## config.mk

```make
export PLATFORM = sky130hd
export DESIGN_NAME = buffer_queue_manager
export DESIGN_NICKNAME = d
export VERILOG_FILES = /design/src/rtl/bqm_pkg.sv /design/src/rtl/bqm_ram.sv /design/src/rtl/bqm_datapath.sv /design/src/rtl/bqm_ctrl.sv /design/src/rtl/buffer_queue_manager.sv
export VERILOG_INCLUDE_DIRS = /design/src /design/src/rtl
export SDC_FILE = /design/constraint.sdc
export NUM_CORES = 2
export LEC_CHECK = 0
export BUFFER_PORTS_ARGS = -buffer_cell sky130_fd_sc_hd__buf_2
export CAP_MARGIN = 20
export CORE_AREA = 2 2 417 419
export CTS_CLUSTER_DIAMETER = 50
export CTS_CLUSTER_SIZE = 40
export DETAILED_ROUTE_END_ITERATION = 16
export DIE_AREA = 0 0 419 421
export MAX_ROUTING_LAYER = met4
export PLACE_DENSITY = 0.52
export SKIP_LAST_GASP = 1
export SLEW_MARGIN = 10
export SYNTH_ARGS = -nofsm -noshare
export SYNTH_HDL_FRONTEND = slang
export SYNTH_SLANG_ARGS = --single-unit
```

## constraint.sdc

```tcl
create_clock -name clk -period 3.55 [get_ports clk]
set_input_delay 0.5325 -clock clk [delete_from_list [all_inputs] [get_ports clk]]
set_output_delay 0.5325 -clock clk [all_outputs]
set_load 0.005 [all_outputs]
```

## src/rtl/buffer_queue_manager_defines.svh

```systemverilog
// Assertion macros used by the buffer queue manager controller (bqm_ctrl).
// No dependencies.
`ifndef BUFFER_QUEUE_MANAGER_DEFINES_SVH
`define BUFFER_QUEUE_MANAGER_DEFINES_SVH

// implication checked every clock unless in reset
`define BQM_ASSERT_IMP(label, clk, rst_n, ante, cons) \
    label: assert property (@(posedge clk) disable iff (!rst_n) (ante) |-> (cons)) \
        else $error("bqm check failed");

// next-cycle implication
`define BQM_ASSERT_NXT(label, clk, rst_n, ante, cons) \
    label: assert property (@(posedge clk) disable iff (!rst_n) (ante) |=> (cons)) \
        else $error("bqm check failed");

`endif

```

## src/rtl/bqm_pkg.sv

```systemverilog
// Package for the buffer queue manager: types, request and status codes.
// No dependencies.
`default_nettype none
package bqm_pkg;
    localparam int NUM_SLOTS_DEF = 64;
    localparam int CNT_W = 7;
    localparam int SLOT_W = 6;

    typedef enum logic [1:0] {
        REQ_GET  = 2'd0,
        REQ_FREE = 2'd1,
        REQ_DEL  = 2'd2,
        REQ_NOP  = 2'd3
    } req_t;

    typedef enum logic [2:0] {
        ST_OK        = 3'd0,
        ST_MEM_LIMIT = 3'd1,
        ST_POOL_EMPTY = 3'd2,
        ST_QUEUE_EMPTY = 3'd3,
        ST_NOT_FOUND = 3'd4
    } status_t;

    // datapath operations
    typedef enum logic [3:0] {
        OP_NONE,
        OP_LATCH,
        OP_INIT_POOL,
        OP_GET_RD,
        OP_GET_WR,
        OP_FREE_RD,
        OP_FREE_STEP,
        OP_DEL_CACHE_RD,
        OP_DEL_CACHE_WR,
        OP_DEL_USED_RD,
        OP_DEL_USED_WR,
        OP_DONE
    } op_t;

    typedef struct packed {
        logic init_done;
        logic cache_nz;
        logic over_budget;
        logic pool_empty;
        logic used_empty;
        logic used_one;
        logic head_match;
        req_t req;
    } dp_status_t;
endpackage
`default_nettype wire

```

## src/rtl/bqm_ram.sv

```systemverilog
// Generic single-port-write, one-read RAM with registered read.
// No dependencies.
`default_nettype none
module bqm_ram #(
    parameter int WIDTH = 6,
    parameter int DEPTH = 64
) (
    input  wire logic                     clk,
    input  wire logic                     we,
    input  wire logic [$clog2(DEPTH)-1:0] waddr,
    input  wire logic [WIDTH-1:0]         wdata,
    input  wire logic [$clog2(DEPTH)-1:0] raddr,
    output logic [WIDTH-1:0]              rdata
);
    logic [WIDTH-1:0] mem [DEPTH];

    always_ff @(posedge clk)
    begin
        if (we)
        begin
            mem[waddr] <= wdata;
        end
        rdata <= mem[raddr];
    end
endmodule
`default_nettype wire

```

## src/rtl/bqm_datapath.sv

```systemverilog
// Datapath: used ring, cache stack and pool stack memories with counters.
// Depends on bqm_pkg and bqm_ram.
`default_nettype none
module bqm_datapath (
    input  wire logic                       clk,
    input  wire logic                       rst_n,
    input  wire bqm_pkg::op_t               op,
    input  wire logic [1:0]                 req_type,
    input  wire logic [bqm_pkg::SLOT_W-1:0] limit_slot,
    input  wire logic [bqm_pkg::CNT_W-1:0]  cache_cap,
    input  wire logic [bqm_pkg::CNT_W-1:0]  mem_limit,
    output bqm_pkg::dp_status_t             stat,
    output logic [2:0]                      status,
    output logic [bqm_pkg::SLOT_W-1:0]      buf_slot,
    output logic [bqm_pkg::CNT_W-1:0]       buffers_held,
    output logic [bqm_pkg::CNT_W-1:0]       released_count
);
    localparam int NUM_SLOTS = bqm_pkg::NUM_SLOTS_DEF;
    localparam int AW = $clog2(NUM_SLOTS);
    localparam int CW = $clog2(NUM_SLOTS + 1);
    localparam int SW = bqm_pkg::SLOT_W;

    logic [AW-1:0] head_reg, head_next;
    logic [CW-1:0] used_cnt_reg, used_cnt_next;
    logic [CW-1:0] cache_cnt_reg, cache_cnt_next;
    logic [CW-1:0] pool_cnt_reg, pool_cnt_next;
    logic [CW-1:0] held_reg, held_next;
    logic [CW-1:0] init_reg, init_next;
    logic [CW-1:0] rel_reg, rel_next;
    logic [SW-1:0] lim_reg, lim_next;
    bqm_pkg::req_t req_reg, req_next;
    logic [2:0]    st_reg, st_next;
    logic [SW-1:0] slot_reg, slot_next;
    logic          from_pool_reg, from_pool_next;

    logic          u_we, c_we, p_we;
    logic [AW-1:0] u_wa, c_wa, p_wa, u_ra, c_ra, p_ra;
    logic [SW-1:0] u_wd, c_wd, p_wd, u_rd, c_rd, p_rd;
    logic [CW:0]   cap_eff;
    logic [CW:0]   mem_lim_w;

    bqm_ram #(.WIDTH(SW), .DEPTH(NUM_SLOTS)) u_used (
        .clk(clk), .we(u_we), .waddr(u_wa), .wdata(u_wd), .raddr(u_ra), .rdata(u_rd));
    bqm_ram #(.WIDTH(SW), .DEPTH(NUM_SLOTS)) u_cache (
        .clk(clk), .we(c_we), .waddr(c_wa), .wdata(c_wd), .raddr(c_ra), .rdata(c_rd));
    bqm_ram #(.WIDTH(SW), .DEPTH(NUM_SLOTS)) u_pool (
        .clk(clk), .we(p_we), .waddr(p_wa), .wdata(p_wd), .raddr(p_ra), .rdata(p_rd));

    always_comb
    begin
        mem_lim_w = (CW+1)'(mem_limit);
        if ((CW+1)'(cache_cap) > (CW+1)'(NUM_SLOTS))
            cap_eff = (CW+1)'(NUM_SLOTS);
        else
            cap_eff = (CW+1)'(cache_cap);
    end

    assign u_ra = AW'(head_reg);
    assign c_ra = AW'(cache_cnt_reg - CW'(1));
    assign p_ra = AW'(pool_cnt_reg - CW'(1));

    always_comb
    begin
        stat.init_done   = (init_reg == CW'(NUM_SLOTS));
        stat.cache_nz    = (cache_cnt_reg != '0);
        stat.over_budget = ((CW+1)'(held_reg) >= mem_lim_w);
        stat.pool_empty  = (pool_cnt_reg == '0);
        stat.used_empty  = (used_cnt_reg == '0);
        stat.used_one    = (used_cnt_reg == CW'(1));
        stat.head_match  = (u_rd == lim_reg);
        stat.req         = req_reg;
    end

    always_comb
    begin
        head_next      = head_reg;
        used_cnt_next  = used_cnt_reg;
        cache_cnt_next = cache_cnt_reg;
        pool_cnt_next  = pool_cnt_reg;
        held_next      = held_reg;
        init_next      = init_reg;
        rel_next       = rel_reg;
        lim_next       = lim_reg;
        req_next       = req_reg;
        st_next        = st_reg;
        slot_next      = slot_reg;
        from_pool_next = from_pool_reg;
        u_we = 1'b0; c_we = 1'b0; p_we = 1'b0;
        u_wa = AW'(head_reg + AW'(used_cnt_reg));
        u_wd = slot_reg;
        c_wa = AW'(cache_cnt_reg);
        c_wd = u_rd;
        p_wa = AW'(pool_cnt_reg);
        p_wd = u_rd;
        unique case (op)
            bqm_pkg::OP_INIT_POOL:
            begin
                p_we = 1'b1;
                p_wa = AW'(init_reg);
                p_wd = SW'(CW'(NUM_SLOTS - 1) - init_reg);
                init_next = init_reg + CW'(1);
            end
            bqm_pkg::OP_LATCH:
            begin
                req_next  = bqm_pkg::req_t'(req_type);
                lim_next  = limit_slot;
                rel_next  = '0;
                st_next   = bqm_pkg::ST_OK;
                slot_next = '0;
            end
            bqm_pkg::OP_GET_RD:
            begin
                if (cache_cnt_reg != '0)
                begin
                    cache_cnt_next = cache_cnt_reg - CW'(1);
                    from_pool_next = 1'b0;
                end
                else if ((CW+1)'(held_reg) >= mem_lim_w)
                    st_next = bqm_pkg::ST_MEM_LIMIT;
                else if (pool_cnt_reg == '0)
                    st_next = bqm_pkg::ST_POOL_EMPTY;
                else
                begin
                    pool_cnt_next  = pool_cnt_reg - CW'(1);
                    held_next      = held_reg + CW'(1);
                    from_pool_next = 1'b1;
                end
            end
            bqm_pkg::OP_GET_WR:
            begin
                slot_next = from_pool_reg ? p_rd : c_rd;
                u_wd      = slot_next;
                if (used_cnt_reg < CW'(NUM_SLOTS))
                begin
                    u_we = 1'b1;
                    used_cnt_next = used_cnt_reg + CW'(1);
                end
            end
            bqm_pkg::OP_FREE_STEP:
            begin
                if ((CW+1)'(cache_cnt_reg) < cap_eff)
                begin
                    c_we = 1'b1;
                    cache_cnt_next = cache_cnt_reg + CW'(1);
                end
                else
                begin
                    if (pool_cnt_reg < CW'(NUM_SLOTS))
                    begin
                        p_we = 1'b1;
                        pool_cnt_next = pool_cnt_reg + CW'(1);
                    end
                    if (held_reg != '0)
                        held_next = held_reg - CW'(1);
                end
                head_next     = AW'(head_reg + AW'(1));
                used_cnt_next = used_cnt_reg - CW'(1);
                rel_next      = rel_reg + CW'(1);
            end
            bqm_pkg::OP_DEL_CACHE_RD:
                cache_cnt_next = cache_cnt_reg - CW'(1);
            bqm_pkg::OP_DEL_CACHE_WR:
            begin
                p_wd = c_rd;
                if (pool_cnt_reg < CW'(NUM_SLOTS))
                begin
                    p_we = 1'b1;
                    pool_cnt_next = pool_cnt_reg + CW'(1);
                end
            end
            bqm_pkg::OP_DEL_USED_WR:
            begin
                if (pool_cnt_reg < CW'(NUM_SLOTS))
                begin
                    p_we = 1'b1;
                    pool_cnt_next = pool_cnt_reg + CW'(1);
                end
                head_next     = AW'(head_reg + AW'(1));
                used_cnt_next = used_cnt_reg - CW'(1);
                rel_next      = rel_reg + CW'(1);
            end
            bqm_pkg::OP_DONE:
            begin
                if (req_reg == bqm_pkg::REQ_DEL)
                    held_next = '0;
            end
            default:
            begin
            end
        endcase
        if (op == bqm_pkg::OP_FREE_RD && req_reg == bqm_pkg::REQ_FREE)
        begin
            if (used_cnt_reg == '0)
                st_next = bqm_pkg::ST_QUEUE_EMPTY;
        end
    end

    always_ff @(posedge clk or negedge rst_n)
    begin
        if (!rst_n)
        begin
            head_reg      <= '0;
            used_cnt_reg  <= '0;
            cache_cnt_reg <= '0;
            pool_cnt_reg  <= CW'(NUM_SLOTS);
            held_reg      <= '0;
            init_reg      <= '0;
        end
        else
        begin
            head_reg      <= head_next;
            used_cnt_reg  <= used_cnt_next;
            cache_cnt_reg <= cache_cnt_next;
            pool_cnt_reg  <= pool_cnt_next;
            held_reg      <= held_next;
            init_reg      <= init_next;
        end
    end

    always_ff @(posedge clk)
    begin
        rel_reg       <= rel_next;
        lim_reg       <= lim_next;
        req_reg       <= req_next;
        st_reg        <= st_next;
        slot_reg      <= slot_next;
        from_pool_reg <= from_pool_next;
    end

    // limit-not-found decided in the done cycle from the remaining head entry
    always_comb
    begin
        status         = st_reg;
        buf_slot       = slot_reg;
        buffers_held   = bqm_pkg::CNT_W'(held_next);
        released_count = bqm_pkg::CNT_W'(rel_reg);
        if (op == bqm_pkg::OP_DONE && req_reg == bqm_pkg::REQ_FREE && st_reg == bqm_pkg::ST_OK
            && !stat.used_empty && !stat.head_match)
            status = bqm_pkg::ST_NOT_FOUND;
    end
endmodule
`default_nettype wire

```

## src/rtl/bqm_ctrl.sv

```systemverilog
// Controller state machine sequencing requests over the datapath.
// Depends on bqm_pkg and buffer_queue_manager_defines.svh.
`default_nettype none
`include "buffer_queue_manager_defines.svh"
module bqm_ctrl (
    input  wire logic                clk,
    input  wire logic                rst_n,
    input  wire logic                start,
    input  wire bqm_pkg::dp_status_t stat,
    output bqm_pkg::op_t             op,
    output logic                     busy,
    output logic                     done
);
    typedef enum logic [8:0] {
        S_INIT  = 9'b000000001,
        S_IDLE  = 9'b000000010,
        S_DISP  = 9'b000000100,
        S_GETW  = 9'b000001000,
        S_FRD   = 9'b000010000,
        S_FCHK  = 9'b000100000,
        S_CRD   = 9'b001000000,
        S_URD   = 9'b010000000,
        S_DONE  = 9'b100000000
    } state_t;

    state_t state_reg, state_next;
    logic   cwr_reg, cwr_next;
    logic   uwr_reg, uwr_next;

    always_comb
    begin
        state_next = state_reg;
        cwr_next   = 1'b0;
        uwr_next   = 1'b0;
        op         = bqm_pkg::OP_NONE;
        unique case (state_reg)
            S_INIT:
            begin
                op = bqm_pkg::OP_INIT_POOL;
                if (stat.init_done)
                begin
                    op = bqm_pkg::OP_NONE;
                    state_next = S_IDLE;
                end
            end
            S_IDLE:
            begin
                if (start)
                begin
                    op = bqm_pkg::OP_LATCH;
                    state_next = S_DISP;
                end
            end
            S_DISP:
            begin
                unique case (stat.req)
                    bqm_pkg::REQ_GET:
                    begin
                        op = bqm_pkg::OP_GET_RD;
                        state_next = (stat.cache_nz || (!stat.over_budget && !stat.pool_empty))
                                     ? S_GETW : S_DONE;
                    end
                    bqm_pkg::REQ_FREE:
                    begin
                        op = bqm_pkg::OP_FREE_RD;
                        state_next = stat.used_empty ? S_DONE : S_FRD;
                    end
                    bqm_pkg::REQ_DEL:  state_next = S_CRD;
                    default:           state_next = S_DONE;
                endcase
            end
            S_GETW:
            begin
                op = bqm_pkg::OP_GET_WR;
                state_next = S_DONE;
            end
            S_FRD:
                state_next = S_FCHK;
            S_FCHK:
            begin
                if (stat.head_match || stat.used_one)
                    state_next = S_DONE;
                else
                begin
                    op = bqm_pkg::OP_FREE_STEP;
                    state_next = S_FRD;
                end
            end
            S_CRD:
            begin
                if (cwr_reg)
                begin
                    op = bqm_pkg::OP_DEL_CACHE_WR;
                end
                else if (stat.cache_nz)
                begin
                    op = bqm_pkg::OP_DEL_CACHE_RD;
                    cwr_next = 1'b1;
                end
                else
                    state_next = S_URD;
            end
            S_URD:
            begin
                if (uwr_reg)
                    op = bqm_pkg::OP_DEL_USED_WR;
                else if (!stat.used_empty)
                    uwr_next = 1'b1;
                else
                    state_next = S_DONE;
            end
            S_DONE:
            begin
                op = bqm_pkg::OP_DONE;
                state_next = S_IDLE;
            end
            default:
                state_next = S_INIT;
        endcase
    end

    assign busy = (state_reg != S_IDLE);
    assign done = (state_reg == S_DONE);

    always_ff @(posedge clk or negedge rst_n)
    begin
        if (!rst_n)
        begin
            state_reg <= S_INIT;
            cwr_reg   <= 1'b0;
            uwr_reg   <= 1'b0;
        end
        else
        begin
            state_reg <= state_next;
            cwr_reg   <= cwr_next;
            uwr_reg   <= uwr_next;
        end
    end

    `BQM_ASSERT_IMP(a_onehot, clk, rst_n, 1'b1, $onehot(state_reg))
    `BQM_ASSERT_NXT(a_done_idle, clk, rst_n, done, !busy)
    `BQM_ASSERT_NXT(a_start_busy, clk, rst_n, start && !busy, busy)
endmodule
`default_nettype wire

```

## src/rtl/buffer_queue_manager.sv

```systemverilog
// Buffer queue manager top level: APB config registers, controller, datapath.
// Depends on bqm_pkg, bqm_ctrl, bqm_datapath. One request at a time.
// A free steps once per released buffer and a delete once per cached or queued
// buffer. done is high in S_DONE, just before the return to idle. After reset
// busy stays high while the pool is filled.
`default_nettype none
module buffer_queue_manager (
    input  wire logic        clk,
    input  wire logic        rst_n,
    input  wire logic        psel,
    input  wire logic        penable,
    input  wire logic        pwrite,
    input  wire logic [2:2]  paddr,
    input  wire logic [31:0] pwdata,
    output logic [31:0]      prdata,
    output logic             pready,
    input  wire logic        start,
    output logic             busy,
    input  wire logic [1:0]  req_type,
    input  wire logic [5:0]  limit_slot,
    output logic             done,
    output logic [2:0]       status,
    output logic [5:0]       buf_slot,
    output logic [6:0]       buffers_held,
    output logic [6:0]       released_count
);
    logic [6:0] cap_reg, lim_reg;
    bqm_pkg::op_t        op;
    bqm_pkg::dp_status_t stat;

    assign pready = 1'b1;
    assign prdata = paddr[2] ? {25'd0, lim_reg} : {25'd0, cap_reg};

    always_ff @(posedge clk or negedge rst_n)
    begin
        if (!rst_n)
        begin
            cap_reg <= 7'd4;
            lim_reg <= 7'd64;
        end
        else if (psel && penable && pwrite)
        begin
            if (paddr[2])
                lim_reg <= pwdata[6:0];
            else
                cap_reg <= pwdata[6:0];
        end
    end

    bqm_ctrl u_ctrl (
        .clk(clk), .rst_n(rst_n), .start(start), .stat(stat),
        .op(op), .busy(busy), .done(done));

    bqm_datapath u_dp (
        .clk(clk), .rst_n(rst_n), .op(op), .req_type(req_type),
        .limit_slot(limit_slot), .cache_cap(cap_reg), .mem_limit(lim_reg),
        .stat(stat), .status(status), .buf_slot(buf_slot),
        .buffers_held(buffers_held), .released_count(released_count));
endmodule
`default_nettype wire

```

==> impl_results.md <==
* Status: finished, violations left
* Failing checks: negative setup slack
* R2R Path End: u_dp.u_pool.mem[59][5]
* Die Ht at 421 µm
* # port buffers at 53
* CTS root buf: clkbuf_16
* Crit end category: output port
* Layout cells sized above 1 at 0.378
* CP Max Fanout at 5
* Ys Warns at 0
* DRC at 0
* WHS at 78.1 ps
* Final hold vios at 0
* Yosys reg bits at 1261
* Slack of the critical path at -237 ps
* Worst min-delay path endpoint: u_dp.lim_reg[4]
* RR Startpoint: cap_reg[2]
* CTS buffer count at 117
* Pins Over Slew Limit at 0
* Gate count of the mapped netlist at 2547
* Largest net degree at the start of global routing at 104
* Final instance area at 61500 µm²
* Fillers at 16007
* DR iter-0 viols at 2265
* Vias in the first global route at 26200
* Worst EP required at 3020 ps
* Worst Hold Path Cells at 1
* Clk_skew at 66.5 ps
* Top Ports at 105
* CP Class: reg -> out
* Tot Pwr at 34.3 mW
* VDD IR-drop max at 528 µV
* Clk sink count at 1261
* Synth top area cells: edfxtp_1 (69%), mux4_2 (17%), dfrtp_1 (3.0%), nor2_1 (1.4%), dfxtp_1 (0.82%)
* Pwr/cell area at 558 nW/µm²
* Top-count cell post-synth: edfxtp_1
* Sequential share of the synthesized area at 0.728
* Via density at 4.77
* Leak pwr at 19.7 nW
* Synth area leader: edfxtp_1
* Vias at 25648
* DRT antenna net count at 0
* RSZ-0062 raised after global routing: true
* Primary FF master, synth: edfxtp_1
* Initial antenna violation count at 7
* Layout area overhead at 19.9%
* R2R depth at 14
* Slew Limit Headroom at 0.270
* Number of synthesized flops with an enable pin at 1174
* Critical Path AT at 3250 ps
* Final setup violation count at 7
* Clk buf depth at 3
* Dpl hpwl at 80100 µm
* Syn Std Cell Area at 51300 µm²
* Period minus WS final at 3790 ps
* Worst slack, placed at -143 ps
* Overflow left after global routing at 0
* FMAX at 264 MHz
* DRT Wirelength at 126000 µm
* Internal reg-to-reg setup slack at 140 ps
* Layout Utilization at 0.356
* Rows at 153
* Post-DP Area at 56500 µm²
* Worst hold path type: in -> reg
* Die Width at 419 µm
* Clock Latency Late Sink at 760 ps
* MaxCap Viol Count at 0
* Die area at 176000 µm²
* Worst hold path startpoint: limit_slot[4]
* RePlAce Congestion at 0.834
* Largest registers: u_dp.u_cache.mem: 384 flops, u_dp.u_pool.mem: 384 flops, u_dp.u_used.mem: 384 flops
* H-tree depth at 3
* Initial Util at 0.297
* Period utilization at 1.07
* Total GRT Usage at 0.146
* Worst-path clk slew at 70 ps
* First-pass GRT wire length at 184000 µm
* TritonCTS clock tree: yes
* Yosys top cell area share at 0.688
* Avg WL per Cell at 23.3 µm
* Core area at 172000 µm²
* Ys async rst share at 0.0523
* Pre-antenna DRT Iters at 7
* Unique masters post-synth at 87
* Worst slew pin tran at 1090 ps
* Most frequent cells after synthesis: edfxtp_1 (1174), mux4_2 (378), nor2_1 (197)
* Critical path launch point type: flip-flop
* Fin nets at 3029
* Syn Area/Cell at 20.1 µm²
==> placed cells by master, fill, tap and decap left out, drive strengths merged, types with 7 or more instances in the layout <==
master / instances
mux4: 378
bufinv: 7
a21oi: 30
nor2: 200
xor2: 24
clkinv: 34
or3: 9
dfxtp: 21
nand3: 29
nor3: 87
inv: 74
mux2i: 8
a21o: 9
nand2: 64
buf: 401
mux2: 20
a31oi: 16
clkbuf: 124
clkinvlp: 11
o21ai: 19
nand4: 16
ha: 33
edfxtp: 1174
dfrtp: 62
dlygate4sd3: 10
xnor2: 31
and3: 11
conb: 26
nor2b: 8
nor4: 18
==> per-stage QoR <==
step / TNS [ps] / instances
final: -1190 / 5381
after global routing: -2110 / 5380
after CTS: -4940 / 5366
after detailed placement: -560 / 5110
after global placement: -283 / 5107
after floorplan: 0 / 2571
==> worst max-delay path, cell delays in order (launching register included) <==
cell       delay, ps
dfrtp_1          380
clkinv_2          80
buf_6            120
nand2_4           50
ha_4             260
o21a_1           110
o211ai_1         150
o2bb2ai_4        210
o32a_1           310
a211o_1          250
mux2i_1          150
o21ai_1          100
buf_4            180
buf_6            120
==> area by class of cell <==
cell class / instances / area [µm²] / share of cell area
Antenna cell: 5 / 12.5 / 0.000204
Clock buffer: 124 / 2980 / 0.0484
Multi-Input combinational cell: 1129 / 13600 / 0.222
Clock inverter: 98 / 1180 / 0.0192
Sequential cell: 1261 / 37400 / 0.608
Inverter: 28 / 116 / 0.00189
Tap cell: 2325 / 2910 / 0.0473
Timing Repair Buffer: 411 / 3270 / 0.0532
==> what timing repair did <==
action | CTS | global route
setup buffers | 23 | 10
setup endpoints to repair | 17 | 226
hold buffers | 10 | 0
pin swaps | 17 | 9
gates cloned | 1 | 0
resized for setup | 52 | 56
hold endpoints to repair | 66 | 0
==> per-layer routing <==
layer,share of wire,global-route usage
met5,0,-
met4,0.029,0.0463
met3,0.041,0.0194
met2,0.50,0.234
met1,0.43,0.192
==> cells by family after synthesis <==
family                   synth area share
AO/OA/AOI/OAI                      0.0179
multiplexers                        0.172
adder cells (fa/ha/maj)           0.00845
other                            0.000147
flip-flops                          0.728
XOR/XNOR                          0.00940
buffers and inverters              0.0169
AND/OR/NAND/NOR                    0.0467
==> how the worst max path moves through the flow <==
stage	startpoint	endpoint	slack, ps	cells after the start
2_1_floorplan	u_dp.cache_cnt_reg[0]	u_dp.u_cache.rdata[0]	7	10
3_3_place_gp	lim_reg[4]	buffers_held[6]	-140	12
6_report	cap_reg[6]	buffers_held[3]	-240	13
4_1_cts	cap_reg[6]	buffers_held[3]	-270	13
5_1_grt	cap_reg[2]	buffers_held[3]	-330	12
3_5_place_dp	lim_reg[4]	buffers_held[6]	-140	12
==> power by group <==
group | total, mW | switching (mW) | internal, mW
Combinational | 3.43 | 2.47 | 0.957
Clock | 13.4 | 6.37 | 6.99
Sequential | 17.5 | 0.125 | 17.4
No activity file was read; power rests on OpenSTA's default activity.
